**src/hw/rtl/swrv_pkg.sv**
```systemverilog
// Shared types and constants for the sliding window range variance block.
// Holds the word structs, the front-to-back command, the back state type and the scale constants.
// Depends on nothing; every other file of the block imports it.
package swrv_pkg;

    localparam int WINDOW_DEF = 50;

    localparam int RANGE_W = 16;
    localparam int KIND_W  = 8;
    localparam int COV_W   = 8;

    localparam int VAR_SCALE = 10000;
    localparam int SCALE_W   = $clog2(VAR_SCALE + 1);

    localparam logic [COV_W-1:0] COV_MAX = COV_W'(255);
    localparam int Q_BITS = COV_W + 1;

    localparam int CMD_DEPTH = 2;
    localparam int CMD_PW    = $clog2(CMD_DEPTH);
    localparam int CMD_CW    = $clog2(CMD_DEPTH + 1);

    localparam logic [KIND_W-1:0] KIND_ULTRASOUND   = KIND_W'(0);
    localparam logic              SENSOR_LASER      = 1'b0;
    localparam logic              SENSOR_ULTRASOUND = 1'b1;

    typedef struct packed {
        logic [RANGE_W-1:0] range_mm;
        logic [KIND_W-1:0]  radiation_kind;
    } t_in_word;

    typedef struct packed {
        logic [COV_W-1:0] covariance_out;
        logic             sensor_type;
        logic             clipped;
    } t_out_word;

    typedef struct packed {
        logic               use_fixed;
        logic [COV_W-1:0]   fixed_val;
        logic               sensor_type;
        logic [RANGE_W-1:0] range_mm;
    } t_cmd;

    typedef enum logic [2:0] {
        ST_IDLE,
        ST_READ,
        ST_OSQ,
        ST_UPD,
        ST_MUL,
        ST_DIFF,
        ST_DIV,
        ST_DONE
    } t_back_state;

endpackage

```
**src/hw/rtl/sliding_window_range_variance.sv**
```systemverilog
// Top level of the sliding window range variance block.
// Joins the front end (swrv_front) and the back end (swrv_back); depends on swrv_pkg.
//
//   channel   direction  handshake              word
//   input     in         push / full            t_in_word
//   result    out        empty / pop            t_out_word
//   config    in         i_cfg_valid / ready    fixed covariance byte
//
// A computed word passes through the square and product stages and the 9-step
// restoring divider in the back end; a fixed-value word goes straight to the result.
// The front queue holds two words, so push is taken every cycle until it fills.
// Synchronous active-low reset clears the sums, fill count, pointers and config.
// A result waiting on pop stalls only the back end; the front keeps taking words until its queue fills.
module sliding_window_range_variance #(
    parameter int WINDOW = swrv_pkg::WINDOW_DEF
) (
    input  logic                       i_clk,
    input  logic                       i_rst_n,
    input  logic                       push,
    output logic                       full,
    input  swrv_pkg::t_in_word         i_in_word,
    input  logic                       i_cfg_valid,
    output logic                       o_cfg_ready,
    input  logic [swrv_pkg::COV_W-1:0] i_cfg_data,
    output logic                       empty,
    input  logic                       pop,
    output swrv_pkg::t_out_word        o_out_word
);
    import swrv_pkg::*;

    logic w_cmd_valid;
    t_cmd w_cmd;
    logic w_cmd_take;

    swrv_front u_front (
        .i_clk       (i_clk),
        .i_rst_n     (i_rst_n),
        .push        (push),
        .full        (full),
        .i_in_word   (i_in_word),
        .i_cfg_valid (i_cfg_valid),
        .o_cfg_ready (o_cfg_ready),
        .i_cfg_data  (i_cfg_data),
        .o_cmd_valid (w_cmd_valid),
        .o_cmd       (w_cmd),
        .i_cmd_take  (w_cmd_take)
    );

    swrv_back #(
        .WINDOW (WINDOW)
    ) u_back (
        .i_clk       (i_clk),
        .i_rst_n     (i_rst_n),
        .i_cmd_valid (w_cmd_valid),
        .i_cmd       (w_cmd),
        .o_cmd_take  (w_cmd_take),
        .pop         (pop),
        .empty       (empty),
        .o_out_word  (o_out_word)
    );

endmodule

```
**src/hw/rtl/swrv_front.sv**
```systemverilog
// Front end: accepts input words, holds the fixed covariance register and classifies each word.
// Classified commands wait in a short queue for the back end.
// Depends on swrv_pkg.
module swrv_front (
    input  logic                       i_clk,
    input  logic                       i_rst_n,
    input  logic                       push,
    output logic                       full,
    input  swrv_pkg::t_in_word         i_in_word,
    input  logic                       i_cfg_valid,
    output logic                       o_cfg_ready,
    input  logic [swrv_pkg::COV_W-1:0] i_cfg_data,
    output logic                       o_cmd_valid,
    output swrv_pkg::t_cmd             o_cmd,
    input  logic                       i_cmd_take
);
    import swrv_pkg::*;

    logic [COV_W-1:0]  r_fixed, n_fixed;
    logic [CMD_PW-1:0] r_wr_ptr, n_wr_ptr;
    logic [CMD_PW-1:0] r_rd_ptr, n_rd_ptr;
    logic [CMD_CW-1:0] r_count, n_count;
    t_cmd              r_cmd_q [CMD_DEPTH];
    t_cmd              w_cmd;
    logic              w_push_ok;
    logic              w_take;

    assign o_cfg_ready = 1'b1;
    assign full        = (r_count == CMD_CW'(CMD_DEPTH));
    assign o_cmd_valid = (r_count != '0);
    assign o_cmd       = r_cmd_q[r_rd_ptr];
    assign w_push_ok   = push && !full;
    assign w_take      = i_cmd_take && o_cmd_valid;

    always_comb begin
        w_cmd.use_fixed   = (r_fixed != '0);
        w_cmd.fixed_val   = r_fixed;
        w_cmd.sensor_type = (i_in_word.radiation_kind == KIND_ULTRASOUND) ?
                            SENSOR_ULTRASOUND : SENSOR_LASER;
        w_cmd.range_mm    = i_in_word.range_mm;
    end

    always_comb begin
        n_fixed  = (i_cfg_valid && o_cfg_ready) ? i_cfg_data : r_fixed;
        n_wr_ptr = r_wr_ptr;
        n_rd_ptr = r_rd_ptr;
        if (w_push_ok) begin
            n_wr_ptr = (r_wr_ptr == CMD_PW'(CMD_DEPTH - 1)) ? '0 : r_wr_ptr + 1'b1;
        end
        if (w_take) begin
            n_rd_ptr = (r_rd_ptr == CMD_PW'(CMD_DEPTH - 1)) ? '0 : r_rd_ptr + 1'b1;
        end
        n_count = r_count + CMD_CW'(w_push_ok) - CMD_CW'(w_take);
    end

    always_ff @(posedge i_clk) begin
        if (!i_rst_n) begin
            r_fixed  <= '0;
            r_wr_ptr <= '0;
            r_rd_ptr <= '0;
            r_count  <= '0;
        end else begin
            r_fixed  <= n_fixed;
            r_wr_ptr <= n_wr_ptr;
            r_rd_ptr <= n_rd_ptr;
            r_count  <= n_count;
        end
    end

    always_ff @(posedge i_clk) begin
        if (w_push_ok) begin
            r_cmd_q[r_wr_ptr] <= w_cmd;
        end
    end

endmodule

```
**src/hw/rtl/swrv_back.sv**
```systemverilog
// Back end: window memory, running sums, product stages and a restoring divider.
// Takes commands from the front queue and fills the result register.
// Depends on swrv_pkg.
module swrv_back #(
    parameter int WINDOW = swrv_pkg::WINDOW_DEF
) (
    input  logic                i_clk,
    input  logic                i_rst_n,
    input  logic                i_cmd_valid,
    input  swrv_pkg::t_cmd      i_cmd,
    output logic                o_cmd_take,
    input  logic                pop,
    output logic                empty,
    output swrv_pkg::t_out_word o_out_word
);
    import swrv_pkg::*;

    localparam int CW  = $clog2(WINDOW + 1);
    localparam int IW  = $clog2(WINDOW);
    localparam int SW  = RANGE_W + CW;
    localparam int SQW = 2 * RANGE_W + CW;
    localparam int NW  = 2 * RANGE_W + 2 * CW;
    localparam int DW  = 2 * CW + SCALE_W;
    localparam int SCW = $clog2(Q_BITS);

    t_back_state        r_state, n_state;
    logic [CW-1:0]      r_fill, n_fill;
    logic [IW-1:0]      r_wslot, n_wslot;
    logic [SW-1:0]      r_sum, n_sum;
    logic [SQW-1:0]     r_sumsq, n_sumsq;
    logic               r_out_valid, n_out_valid;
    t_out_word          r_out_word;

    logic [RANGE_W-1:0] r_mem [WINDOW];
    logic [RANGE_W-1:0] r_rd_data;
    t_cmd               r_cmd;
    logic [2*RANGE_W-1:0] r_xsq, r_osq;
    logic [NW-1:0]      r_p1, r_p2;
    logic [2*CW-1:0]    r_nn;
    logic [NW-1:0]      r_rem, r_dsh;
    logic [Q_BITS-1:0]  r_q;
    logic [SCW-1:0]     r_step;

    logic               w_full;
    logic [RANGE_W-1:0] w_old;
    logic [IW-1:0]      w_mem_addr;
    logic               w_mem_we;
    logic               w_load_out;
    logic               w_out_free;
    logic [NW-1:0]      w_p1, w_p2;
    logic [2*CW-1:0]    w_nn;
    logic [DW-1:0]      w_den;
    logic               w_ge;
    logic               w_clip;
    t_out_word          w_result;

    assign w_full     = (r_fill == CW'(WINDOW));
    assign w_old      = w_full ? r_rd_data : '0;
    assign w_mem_addr = w_full ? r_wslot : r_fill[IW-1:0];
    assign w_out_free = !r_out_valid || pop;
    assign w_p1       = NW'(r_fill) * NW'(r_sumsq);
    assign w_p2       = NW'(r_sum) * NW'(r_sum);
    assign w_nn       = (2 * CW)'(r_fill) * (2 * CW)'(r_fill);
    assign w_den      = DW'(r_nn) * DW'(VAR_SCALE);
    assign w_ge       = (r_rem >= r_dsh);
    assign w_clip     = r_q[Q_BITS-1];

    always_comb begin
        n_state = r_state;
        case (r_state)
            ST_IDLE: begin
                if (i_cmd_valid) begin
                    n_state = i_cmd.use_fixed ? ST_DONE : ST_READ;
                end
            end
            ST_READ: n_state = ST_OSQ;
            ST_OSQ:  n_state = ST_UPD;
            ST_UPD:  n_state = ST_MUL;
            ST_MUL:  n_state = ST_DIFF;
            ST_DIFF: n_state = ST_DIV;
            ST_DIV: begin
                if (r_step == SCW'(Q_BITS - 1)) begin
                    n_state = ST_DONE;
                end
            end
            ST_DONE: begin
                if (w_out_free) begin
                    n_state = ST_IDLE;
                end
            end
            default: n_state = ST_IDLE;
        endcase
    end

    always_comb begin
        o_cmd_take = 1'b0;
        w_mem_we   = 1'b0;
        w_load_out = 1'b0;
        case (r_state)
            ST_IDLE: o_cmd_take = i_cmd_valid;
            ST_UPD:  w_mem_we   = 1'b1;
            ST_DONE: w_load_out = w_out_free;
            default: ;
        endcase
    end

    always_comb begin
        n_fill      = r_fill;
        n_wslot     = r_wslot;
        n_sum       = r_sum;
        n_sumsq     = r_sumsq;
        if (w_mem_we) begin
            n_sum   = r_sum + SW'(r_cmd.range_mm) - SW'(w_old);
            n_sumsq = r_sumsq + SQW'(r_xsq) - SQW'(r_osq);
            if (w_full) begin
                n_wslot = (r_wslot == IW'(WINDOW - 1)) ? '0 : r_wslot + 1'b1;
            end else begin
                n_fill  = r_fill + 1'b1;
            end
        end
        n_out_valid = r_out_valid;
        if (w_load_out) begin
            n_out_valid = 1'b1;
        end else if (pop && r_out_valid) begin
            n_out_valid = 1'b0;
        end
    end

    always_comb begin
        w_result.sensor_type = r_cmd.sensor_type;
        if (r_cmd.use_fixed) begin
            w_result.covariance_out = r_cmd.fixed_val;
            w_result.clipped        = 1'b0;
        end else begin
            w_result.covariance_out = w_clip ? COV_MAX : r_q[COV_W-1:0];
            w_result.clipped        = w_clip;
        end
    end

    always_ff @(posedge i_clk) begin
        if (!i_rst_n) begin
            r_state     <= ST_IDLE;
            r_fill      <= '0;
            r_wslot     <= '0;
            r_sum       <= '0;
            r_sumsq     <= '0;
            r_out_valid <= 1'b0;
        end else begin
            r_state     <= n_state;
            r_fill      <= n_fill;
            r_wslot     <= n_wslot;
            r_sum       <= n_sum;
            r_sumsq     <= n_sumsq;
            r_out_valid <= n_out_valid;
        end
    end

    always_ff @(posedge i_clk) begin
        if (w_mem_we) begin
            r_mem[w_mem_addr] <= r_cmd.range_mm;
        end
        r_rd_data <= r_mem[r_wslot];
    end

    always_ff @(posedge i_clk) begin
        if (o_cmd_take) begin
            r_cmd <= i_cmd;
        end
        if (w_load_out) begin
            r_out_word <= w_result;
        end
        case (r_state)
            ST_READ: r_xsq <= (2 * RANGE_W)'(r_cmd.range_mm) * (2 * RANGE_W)'(r_cmd.range_mm);
            ST_OSQ:  r_osq <= (2 * RANGE_W)'(w_old) * (2 * RANGE_W)'(w_old);
            ST_MUL: begin
                r_p1 <= w_p1;
                r_p2 <= w_p2;
                r_nn <= w_nn;
            end
            ST_DIFF: begin
                r_rem  <= r_p1 - r_p2;
                r_dsh  <= NW'({w_den, (Q_BITS - 1)'(0)});
                r_q    <= '0;
                r_step <= '0;
            end
            ST_DIV: begin
                if (w_ge) begin
                    r_rem <= r_rem - r_dsh;
                end
                r_dsh  <= r_dsh >> 1;
                r_q    <= {r_q[Q_BITS-2:0], w_ge};
                r_step <= r_step + 1'b1;
            end
            default: ;
        endcase
    end

    assign empty      = !r_out_valid;
    assign o_out_word = r_out_word;

endmodule

```
**config.mk**
```make
export PLATFORM = sky130hd
export DESIGN_NAME = sliding_window_range_variance
export DESIGN_NICKNAME = d
export VERILOG_FILES = /design/src/hw/rtl/swrv_pkg.sv /design/src/hw/rtl/sliding_window_range_variance.sv /design/src/hw/rtl/swrv_front.sv /design/src/hw/rtl/swrv_back.sv
export SDC_FILE = /design/constraint.sdc
export NUM_CORES = 2
export LEC_CHECK = 0
export ABC_AREA = 1
export BUFFER_PORTS_ARGS = -buffer_cell sky130_fd_sc_hd__buf_2
export CAP_MARGIN = 25
export CORE_MARGIN = 2
export CORE_UTILIZATION = 70
export CTS_CLUSTER_DIAMETER = 60
export CTS_CLUSTER_SIZE = 25
export DETAILED_ROUTE_END_ITERATION = 7
export HOLD_SLACK_MARGIN = 0.15
export PLACE_DENSITY = 0.87
export SLEW_MARGIN = 20
export SYNTH_ARGS = -nofsm -noshare
export SYNTH_HDL_FRONTEND = slang
export SYNTH_HIERARCHICAL = 1
export SYNTH_SLANG_ARGS = --single-unit
```
**constraint.sdc**
```tcl
create_clock -name i_clk -period 18.55 [get_ports i_clk]
set_input_delay 3.71 -clock i_clk [delete_from_list [all_inputs] [get_ports i_clk]]
set_output_delay 3.71 -clock i_clk [all_outputs]
set_load 0.05 [all_outputs]
```
After elaboration in Yosys (flattened, before gate mapping)
Memory sizes are Yosys's and may differ from the RTL's. A register that Yosys moved wholly into a read port is not among the register bits.
Index checks and enable logic that the tools add are counted.
Widths: inputs -> output; s select.
- shifts and indexed selects: 0
- add/subtract/negate cells: 13
- multiply operators: 6
- div/mod/pow operators: 0
- order comparisons: 1
- equal/unequal tests: 15
- muxes and demuxes: 29
- reduce and logical (&&, ||, !) cells: 16
- bitwise operators: 1
- operators with widths (cell ; count):
    $pmux 44 s2 ; 2
    $sub 44x44->44 ; 2
    $mul 16x16->32 ; 2
    $ge 44x44->1 ; 1
    $mul 22x22->44 ; 1
    $mul 6x38->44 ; 1
    $mux 44 ; 1
    $add 38x32->38 ; 1
    $sub 38x32->38 ; 1
    $pmux 3 s8 ; 1
    $add 22x16->22 ; 1
    $mul 12x10->22 const B ; 1
    $sub 22x16->22 ; 1
    $pmux 9 s2 ; 1
    $mux 16 ; 1
    $mux 8 ; 2
    $mux 1 ; 14
    $add 6x1->6 const B ; 2
    $eq 3x3->1 const B ; 4
    $eq 6x6->1 const B ; 2
    $mul 6x6->12 ; 1
    $mux 3 ; 4
    $mux 6 ; 2
    $logic_not 8->1 ; 1
    19 further kinds ; 31
- bits in registers: 389
- memories kept: 2
- memory bits (writable): 852
- word-level logic and storage cells: 109
- bits in read-only memories: 0
- latch bits: 0
- output and inout bits: 13
- input port bits: 37
- memories (memory ; depth ; bits a word ; rd ports ; clocked after memory_dff ; wr ports ; RTL line ; text):
    u_back.r_mem ; 50 ; 16 ; 1 ; 1 ; 1 ; swrv_back.sv:34 ; logic [RANGE_W-1:0] r_mem [WINDOW];
    u_front.r_cmd_q ; 2 ; 26 ; 1 ; 1 ; 1 ; swrv_front.sv:23 ; t_cmd r_cmd_q [CMD_DEPTH];

Logic depth before layout (Yosys ltp)
- depth after elaboration: 5
- mapped depth: 35

Modules after synthesis
The synthesis kept the hierarchy.
- by module, submodules not included (module ; instances ; cells each ; sequential area each (µm²) ; area an instance (µm²)):
    swrv_back ; 1 ; 10828 ; 34483.1 ; 95277.6
    swrv_front ; 1 ; 167 ; 1821.7 ; 2556.2

Worst setup path before layout
Ideal clock, no wire load.
- path type: flip-flop to flip-flop
- start point: register u_back.r_fill[0]
- end point: register u_back.r_osq[26] (data pin)
- slack: 12261 ps
- buffers on the path: 3
- clock period less this slack: 6289 ps
- cell stages (with the launch flop): 35
- data arrival time: 6037 ps
- data required time: 18298 ps
- path through: dfxtp_1 > clkbuf_1 > inv_1 > ha_1 > inv_1 > nor2_1 > nand2_4 > buf_6 > buf_6 > nor2_1 > inv_1 > nor2_1 > fa_1 > inv_1 > fa_1 > inv_1 > fa_1 > inv_1 > fa_1 > inv_1 > fa_1 > inv_1 > fa_1 > inv_1 > ha_1 > nand2_1 > nand2_1 > a21boi_0 > nand3_1 > nand3_1 > nand2_1 > nand2_1 > nand2_1 > nand2_1 > nand2_1
- longest elaborated chain between the ends: 3
- ends and longest elaborated chain (element ; RTL line ; text):
    start, declared ; swrv_back.sv:27 ; logic [CW-1:0] r_fill, n_fill;
    start signal, assigned ; swrv_back.sv:150 ; r_fill <= n_fill;
    $eq 6x6->1 ; swrv_back.sv:57 ; assign w_full = (r_fill == CW'(WINDOW));
    $mux 16 ; swrv_back.sv:58 ; assign w_old = w_full ? r_rd_data : '0;
    $mul 16x16->32 ; swrv_back.sv:174 ; ST_OSQ: r_osq <= (2 * RANGE_W)'(w_old) * (2 * RANGE_W)'(w_old);
    end signal, assigned ; swrv_back.sv:174 ;
    end, declared ; swrv_back.sv:37 ; logic [2*RANGE_W-1:0] r_xsq, r_osq;
Every way passes these cells.
A chain may end at the register's enable or synchronous reset.

Final worst setup path
- start point: register u_back.r_fill[0]
- end point: register u_back.r_osq[23] (data pin)
The elaborated chain is that of the path after synthesis.

==> metrics.md <==
| Metric | Value |
|---|---|
| Layout cells sized above 1 | under 10% |
| CP Launch Type | register |
| CTS clk-pin slew, worst paths | around 0.090 ns |
| Required time worst endpoint | around 19 ns |
| TritonCTS Sinks | about 1.2k |
| Grt ovf | 0 |
| Hold/Removal Path Class | reg -> reg |
| Dpl hpwl | 205,600 microns |
| Unique masters post-synth | 59 |
| First-pass GRT wire length | between 400,000 and 500,000 microns |
| Endpoint class of the critical path | register |
| Kind of critical path | reg -> reg |
| Setup ws final | between 10 and 15 ns |
| Post-synth top area cell | edfxtp_1 |
| Share of the synthesized area in the top cell type | between 30% and 40% |
| Syn-to-layout area delta | 5.804% |
| Final antenna-violating net count | 0 |
| H-tree depth | 3 |
| CTS max path bufs | 3 |
| DR vias/cell | around 6 |
| CP peak stage delay | a little under 1 ns |
| Initial antenna violation count | 4 |
| Clk_lat worst skew | ~0.77 ns |
| CP max-delay cell | dfxtp_2 |
| Status | finished with violations |
| Max-cap viol count | 0 |
| GPL Wtd Cong | around 1.0 |
| RSZ-0062 raised after global routing | no |
| Mean post-synth cell area | between 8 and 9 sq um |
| Die area | between 0.1 and 0.15 sq mm |
| Placeable core region | between 0.1 and 0.15 sq mm |
| Buf/Inv on CP | 11 |
| Synth async-reset ratio | 0% |
| DR DRC count | 2 |
| Pre-CTS WS | ~10 ns |
| CTS tree | done |
| Post-synth EDFFs | 1,139 |
| Average routed wire per standard cell | 21.59 microns |
| Critical path's top delay family | adder cells |
| Fmax | 124.3 MHz |
| Num rows | between 100 and 150 |
| PortBufs | 48 |
| Die Wd | ~380 microns |
| Most used DFF post-synth | edfxtp_1 |
| Num ports | 50 |
| Final setup violation count | 0 |
| Ys Warns | 6 |
| Number of synthesized register bits | ~1.2k |
| Largest net degree at the start of global routing | approximately 160 |
| Rel. slew slack | 25.30% |
| Detailed Route WL | between 200,000 and 300,000 microns |
| Setup TNS | 0 ns |
| Worst path most repeated cell | inv_1 |
| Largest fanout on the critical path | 46 |
| Setup bufs post-CTS | 0 |
| Synth area leaders | edfxtp_1 (35%), fa_1 (18%), nand2_1 (8.9%) |
| Final nets | 12.51k |
| Failing checks | DRC |
| DRT iter0 DRCs | ~8.6k |
| Initial Util | 70.29% |
| Hold Violations, Final | 0 |
| Post-layout min period | about 8.0 ns |
| CP arrival | ~8.6 ns |
| Share of the clock period used by the worst path | 43.36% |
| Number of CTS-inserted buffers | just over 90 |
| Pins Over Slew Limit | 0 |
| Die height | about 380 microns |
| Hold_buf cts | 0 |
| GRT Total Usage | 39.29% |
| Post-cts resize count | 0 |
| Worst Max-Slew Pin Slew | between 1 and 1.5 ns |
| Worst clock skew | 0.09477 ns |
| Vias | between 70k and 80k |
| Post-Syn Area | about 0.098 sq mm |
| Vias in the first global route | approximately 78k |
| Syn Inst Count | around 11k |
| Part of the Yosys area used for sequential elements | ~37% |
| Min Hold Slack | between 0.4 and 0.5 ns |
| Root Buffer | clkbuf_16 |
| Pre-antenna DRT Iters | 8 |
-- worst paths after layout --
kind,start,to,slack [ns],cells past startpoint
setup / recovery,u_back/r_fill[0]$_SDFFE_PN0P_,u_back/r_osq[23]$_DFFE_PP_,10.51,29
hold / removal,u_back/r_cmd[16]$_DFFE_PP_,u_back/o_out_word[1]$_DFFE_PP_,0.42,0
setup reg to reg,u_back/r_fill[0]$_SDFFE_PN0P_,u_back/r_osq[23]$_DFFE_PP_,10.51,29
hold reg to reg,u_back/r_cmd[16]$_DFFE_PP_,u_back/o_out_word[1]$_DFFE_PP_,0.42,0
-- flip-flops by register name, indices dropped and copies added (netlist names), 22 cells and up, named ones only --
name,cells
u_back/r_dsh,34
u_back/r_sumsq,38
u_back/r_osq,31
u_front/r_cmd_q,52
u_back/r_rem,44
u_back/r_sum,22
u_back/r_cmd,26
u_back/r_mem,800
u_back/r_xsq,31
u_back/r_p2,43
u_back/r_p1,44
-- worst register-to-register path, delay by kind of cell, from the launching register on --
kind	cells	cell delay, ns
AOI/OAI and AO/OA	1	0.43
and+or+nand+nor	9	1.58
buffers and inverters	11	1.23
DFF	1	0.97
adders and majority gates	8	3.70
-- kinds of logic after synthesis --
kind of cell,count (synthesis),synth area share (%)
AO/OA/AOI/OAI,1439,7.914
AND/OR/NAND/NOR,4066,16.71
multiplexers,27,0.3862
flip-flops,1244,37.11
XOR/XNOR,189,1.692
adder cells (fa/ha/maj),1528,26.37
buffers and inverters,2500,9.812
other,2,0.007676
-- per-layer routing --
layer,track usage (%),vias to the layer above,wire length (microns)
met1,49.43,37050,100000
met4,23.37,6,19460
met2,64.14,4489,131100
met5,0,-,35
met3,6.793,1006,27790
li1,-,34800,-
-- through the flow --
stage / instances / cell area (sq um) / util (%)
after floorplan: 11000 / 97850 / -
after global placement: 12720 / 100000 / 71.86
after detailed placement: 12720 / 100100 / 71.90
after CTS: 12890 / 103500 / 74.33
after global routing: 12890 / 103500 / 74.36
final: 12890 / 103500 / 74.37
-- cell usage after synthesis, drive strengths merged, types with 30 or more instances --
library cell,n
ha,638
a21oi,459
inv,2174
xor2,137
nor3,67
nand3,371
clkbuf,235
o21ai,686
xnor2,52
edfxtp,1139
a21o,30
o21bai,36
buf,88
dfxtp,105
nand2,2313
fa,890
o22ai,162
nor2,1159
nand4,99
-- placed cells by master, fill, tap and decap left out, types with 36 or more instances in the layout --
cell / instances
inv_1: 2158
xnor2_1: 52
nor3_1: 66
dfxtp_1: 102
xor2_1: 137
o22ai_1: 162
nor2_1: 1127
a21oi_1: 458
nand4_1: 98
ha_1: 638
nand2_1: 2309
nand3_1: 363
o21ai_0: 666
o21bai_1: 36
buf_4: 123
fa_1: 890
clkbuf_16: 92
edfxtp_1: 1139
buf_2: 48
-- area by class of cell --
type | instances | area (sq um)
clock buffer | 102 | 2360
tap | 1876 | 2347
clock inverter | 64 | 1027
sequential | 1244 | 36310
multi-input combinational | 7254 | 52040
antenna | 2 | 5.005
fill | 9782 | 35680
inverter | 2177 | 8182
timing repair buffer | 175 | 1241
Power is left out: the tool's default activity adds up to more than one toggle a clock period on the data nets, which glitch-free logic cannot reach.
